$ cat config.mk
export PLATFORM = sky130hd
export DESIGN_NAME = wcu_rng
export DESIGN_NICKNAME = d
export VERILOG_FILES = /design/src/rtl/wcu_pkg.sv /design/src/rtl/wcu_rng.sv
export SDC_FILE = /design/constraint.sdc
export NUM_CORES = 1
export LEC_CHECK = 0
export BUFFER_PORTS_ARGS = -buffer_cell sky130_fd_sc_hd__buf_2
export CAP_MARGIN = 15
export CORE_MARGIN = 3
export CORE_UTILIZATION = 58
export CTS_CLUSTER_SIZE = 24
export DETAILED_ROUTE_END_ITERATION = 8
export GPL_ROUTABILITY_DRIVEN = 0
export PLACE_DENSITY = 0.86
export SETUP_SLACK_MARGIN = 0.4
export SYNTH_ARGS = -nofsm -noshare
export SYNTH_HDL_FRONTEND = slang
export SYNTH_SLANG_ARGS = --single-unit
$ cat constraint.sdc
create_clock -name clk -period 4 [get_ports clk]
set_clock_uncertainty 0.1 [all_clocks]
set_input_delay 1.2 -clock clk [delete_from_list [all_inputs] [get_ports clk]]
set_output_delay 1.2 -clock clk [all_outputs]
set_load 0.1 [all_outputs]
$ cat src/rtl/wcu_pkg.sv
// Package for the Wolff cluster update block: widths, codes, states, generator step.
`default_nettype none
package wcu_pkg;

  localparam int LATTICE_SIDE_DEFAULT = 64;
  localparam int COORD_IN_W = 6;
  localparam int SIZE_W = 13;
  localparam int THRESH_W = 16;
  localparam int RNG_W = 32;
  localparam int CFG_INDEX_W = 2;
  localparam int KIND_W = 2;

  localparam logic [THRESH_W-1:0] THRESH_RESET = 16'd39131;
  localparam logic [RNG_W-1:0] RNG_SEED_RESET = 32'd2463534242;

  localparam logic [KIND_W-1:0] KIND_WRITE = 2'd0;
  localparam logic [KIND_W-1:0] KIND_UPDATE = 2'd1;
  localparam logic [KIND_W-1:0] KIND_READ = 2'd2;

  localparam logic [CFG_INDEX_W-1:0] CFG_THRESHOLD = 2'd0;
  localparam logic [CFG_INDEX_W-1:0] CFG_SEED = 2'd1;

  typedef enum logic [3:0] {
    S_CLEAR,
    S_IDLE,
    S_READ_WAIT,
    S_SEED,
    S_POP,
    S_POP_WAIT,
    S_NB_RD,
    S_NB_EVAL,
    S_FLIP_RD,
    S_FLIP_WR,
    S_RESP
  } state_t;

  function automatic logic [RNG_W-1:0] xorshift32(input logic [RNG_W-1:0] x);
    logic [RNG_W-1:0] y;
    y = x ^ (x << 13);
    y = y ^ (y >> 17);
    y = y ^ (y << 5);
    return y;
  endfunction

endpackage
`default_nettype wire

$ cat src/rtl/wcu_rng.sv
// Xorshift32 random generator with load and advance.
`default_nettype none
module wcu_rng
  import wcu_pkg::*;
(
  input  wire logic                clk,
  input  wire logic                rst,
  input  wire logic                load,
  input  wire logic [RNG_W-1:0]    load_value,
  input  wire logic                advance,
  output logic [THRESH_W-1:0]      draw
);

  logic [RNG_W-1:0] random_state;
  logic [RNG_W-1:0] random_state_next;

  assign random_state_next = xorshift32(random_state);
  assign draw = random_state_next[RNG_W-1 -: THRESH_W];

  always_ff @(posedge clk) begin
    if (rst) begin
      random_state <= RNG_SEED_RESET;
    end else if (load) begin
      random_state <= load_value;
    end else if (advance) begin
      random_state <= random_state_next;
    end
  end

endmodule
`default_nettype wire

After elaboration in Yosys (flattened, before gate mapping)
Index checks and enable logic that the tools add are counted.
{"block": "totals", "reg_bits": 32, "inputBits": 36, "output_inout_bits": 16, "wordCells": 7}
{"block": "op_classes", "mux": 2, "n_bitwise": 3, "n_reduce_logical": 1}
{"operator": "32-bit two-way mux", "count": 2}
{"operator": "32-bit XOR", "count": 2}
{"operator": "32-bit by 15-bit XOR with 32-bit output", "count": 1}
{"operator": "2-bit nonzero test", "count": 1}

Depth between registers and ports, before layout
{"block": "logic_depth", "depth_word": 5, "depth_mapped": 6, "depth_no_buf": 4}

Worst setup path before layout
Ideal clock, no wire load.
{"block": "synth_path", "path_type": "register to output", "start": "reg random_state[18]", "end": "out draw[3]", "t_arrival_ns": 2.355, "required_time_ns": 2.700, "slack_ns": 0.345, "stages_incl_launch_ff": 5, "cell_sequence": "dfxtp_1 -> buf_6 -> xnor2_1 -> xor2_1 -> xnor2_1"}
{"block": "synth_via", "elab_chain_len": 3}
{"element": "start, declared", "line_no": "wcu_rng.sv:14", "source": "logic [RNG_W-1:0] random_state;"}
{"element": "start signal, assigned", "line_no": "wcu_rng.sv:24", "source": "random_state <= load_value;"}
{"element": "start signal, assigned", "line_no": "wcu_rng.sv:26", "source": "random_state <= random_state_next;"}
{"element": "32-bit XOR", "line_no": "wcu_pkg.sv:39", "source": "y = x ^ (x << 13);"}
{"element": "32-bit by 15-bit XOR with 32-bit output", "line_no": "wcu_pkg.sv:40", "source": "y = y ^ (y >> 17);"}
{"element": "32-bit XOR", "line_no": "wcu_pkg.sv:41", "source": "y = y ^ (y << 5);"}
{"element": "end, declared", "line_no": "wcu_rng.sv:11", "source": "output logic [THRESH_W-1:0] draw"}
Every way passes these cells.

Final worst setup path
{"block": "layout_path", "start": "reg random_state[5]", "end": "out draw[7]"}
The elaborated chain is that of the path after synthesis.

==> flow_summary.json <==
{
  "status": "finished, final reports clean",
  "rrSetupSlack_ns": 2.36,
  "layout_common_cells": "buf_2 (51), xnor2_1 (36), dfxtp_1 (32)",
  "hold_viol_final": 0,
  "cts.repair.resized": 0,
  "fmax_mhz": 311.6,
  "htreeDepth": 2,
  "synth_ff_type": "dfxtp_1",
  "synth_cells": 258,
  "critical_path.slowest_cell": "xnor2_1",
  "synth_top_area_share": 0.3006,
  "start_util": 0.6190,
  "rr_worst_depth": 4,
  "multi_input_area_um2": 1393,
  "place_ws_ns": 1.082,
  "grt_antenna_before_repair": 0,
  "cp-start-kind": "flop",
  "syn-num-nets": 294,
  "largest_register": "random_state",
  "p_leak_uw": 0.001054,
  "drv_slew": 0,
  "path_cells": "xnor2_1, xnor2_1, buf_2",
  "fin_crit_sh": 0.8022,
  "finalWirelength_mm": 5.084,
  "postLayoutSetupSlackWorst_ns": 0.7911,
  "fill_cells": 273,
  "first_pass_iters": 4,
  "clk_pin_slew_worst_paths_ns": 0.07,
  "cp.arrival_ns": 1.91,
  "fin_util": 0.7128,
  "cts_num_sinks": 32,
  "dieArea_um2": 4437,
  "grt_overflow_total": 0,
  "syn-cell-area_um2": 2131,
  "cp_data_required_time_ns": 2.70,
  "path_common_cell": "xnor2_1",
  "drive_above_1_share": 0.2237,
  "synthArstFlopShare": 0,
  "clk_path_buf_depth": 2,
  "crit_path_max_fanout": 14,
  "postRouteAntennaNets": 0,
  "grt_pass1_wl_mm": 8.107,
  "drc": 0,
  "hold_class": "reg -> reg",
  "yosysTopAreaCell": "dfxtp_1",
  "grt_pass1_vias": 1689,
  "seq_area_um2": 640.6,
  "r2r_start": "random_state[5]$_SDFFE_PP1P_",
  "crit_path_max_incr_delay_ns": 0.49,
  "via_per_inst": 5.692,
  "vdd_drop_max_v": 0.0006581,
  "syn_avg_cell_area_um2": 8.259,
  "io_buffers": 51,
  "rows": 21,
  "synthTopCellsByArea": "dfxtp_1 (30%), xnor2_1 (16%), xor2_1 (7.0%)",
  "core_area_um2": 3442,
  "powerDensity_nw_per_um2": 828.6,
  "ys_warn_count": 0,
  "period_needed_ns": 3.209,
  "setup_tns_ns": 0,
  "final_common_cell": "buf_2",
  "chipWidth_um": 66.61,
  "cts_buffers": 5,
  "synth_edf_count": 0,
  "clk-insertion-delay-late_ns": 0.28,
  "dpl.hpwl_mm": 3.480,
  "grt.total_usage": 0.2402,
  "fin_area_um2": 2454,
  "yosys_register_bits": 32,
  "critPathCaptureType": "primary output",
  "drt_iter0_drc": 194,
  "holdBufCountCts": 0,
  "post_dp_cell_area_um2": 2376,
  "grt_max_degree": 42,
  "endpoint": "draw[7]",
  "crit_start": "random_state[5]$_SDFFE_PP1P_",
  "diodes": 0,
  "setup_viol": 0,
  "ys_types": 36,
  "slew_headroom": 0.5353,
  "wl_per_cell_um": 14.91,
  "top_regs": "random_state (32)",
  "layout.nets": 331,
  "cts_setup_buffers": 0,
  "path_class": "reg -> out",
  "die_h_um": 66.61,
  "largest_reg_flops": 32,
  "tightest_slew_ns": 0.6962,
  "root_buffer": "clkbuf_8",
  "rsz0062_at_grt": "no",
  "syn2layout_area_growth_pct": 15.15,
  "via_count": 1941,
  "maxCapViolCount": 0,
  "ys_seq_area_frac": 0.3006,
  "cts_tree": "built",
  "pin_count": 52,
  "r2r-end": "random_state[6]$_SDFFE_PP0P_"
}
-- stage by stage --
step | instances | hold slack [ns] | total power (µW)
after floorplan | 258 | 0.3978 | 1621
after global routing | 341 | 0.4792 | 2119
final | 341 | 0.4480 | 2033
after detailed placement | 334 | 0.4340 | 1800
after CTS | 341 | 0.4502 | 2037
after global placement | 334 | 0.4336 | 1791
-- routing by layer --
metal / vias up / wire, µm / GRT usage
met5: - / 0 / 0
li1: 976 / - / -
met3: 5 / 280 / 0.05396
met4: 0 / 34 / 0.06599
met2: 59 / 2373 / 0.3762
met1: 901 / 2396 / 0.3299
-- synthesized netlist by cell type (5+ instances only) --
cell,count
nor2_1,23
a21oi_1,14
a211oi_1,5
nand3_1,7
buf_2,5
o21bai_1,6
clkbuf_1,16
xnor2_1,38
o21ai_0,13
xor2_1,17
and3_1,10
nor3b_1,11
nor3_1,9
o22ai_1,5
nand2_1,9
dfxtp_1,32
mux2i_1,7
o32ai_1,6
-- layout make-up --
type                    count  area share
well taps                  46     0.02346
inverters                   2    0.003060
multi-input cells         200      0.5676
clock buffers               6     0.02958
repair buffers             54      0.1132
clock inverters             1    0.002040
flip-flops and latches     32      0.2611
-- logic make-up after synthesis --
group           Yosys count  synth area share
compound gates           59            0.1785
simple gates             77            0.1861
mux                       7           0.03288
xor+xnor                 57            0.2490
buf+inv                  26           0.05284
flops                    32            0.3006
-- report_power, final --
part | internal (µW) | total, µW | switching, µW
registers | 366 | 427 | 62.0
clock network | 118 | 234 | 115
logic | 330 | 1370 | 1040
-- worst min-delay path by stage --
| stage | cells after the start | slack (ns) | startpoint | endpoint |
|---|---|---|---|---|
| CTS | 2 | 0.45 | random_state[24]$_SDFFE_PP0P_ | random_state[24]$_SDFFE_PP0P_ |
| global route | 2 | 0.48 | random_state[24]$_SDFFE_PP0P_ | random_state[24]$_SDFFE_PP0P_ |
| detailed placement | 2 | 0.43 | random_state[12]$_SDFFE_PP0P_ | random_state[12]$_SDFFE_PP0P_ |
| floorplan | 2 | 0.40 | random_state[12]$_SDFFE_PP0P_ | random_state[12]$_SDFFE_PP0P_ |
| global placement | 2 | 0.43 | random_state[27]$_SDFFE_PP0P_ | random_state[27]$_SDFFE_PP0P_ |
| finish | 2 | 0.45 | random_state[26]$_SDFFE_PP0P_ | random_state[26]$_SDFFE_PP0P_ |
-- worst max-delay path, delay by kind of cell (launching register included) --
kind	cells	cell delay (ns)
XOR/XNOR	2	0.72
buffers and inverters	1	0.48
flip-flops	1	0.42
Note: power is estimated with default switching activity, not from simulation.
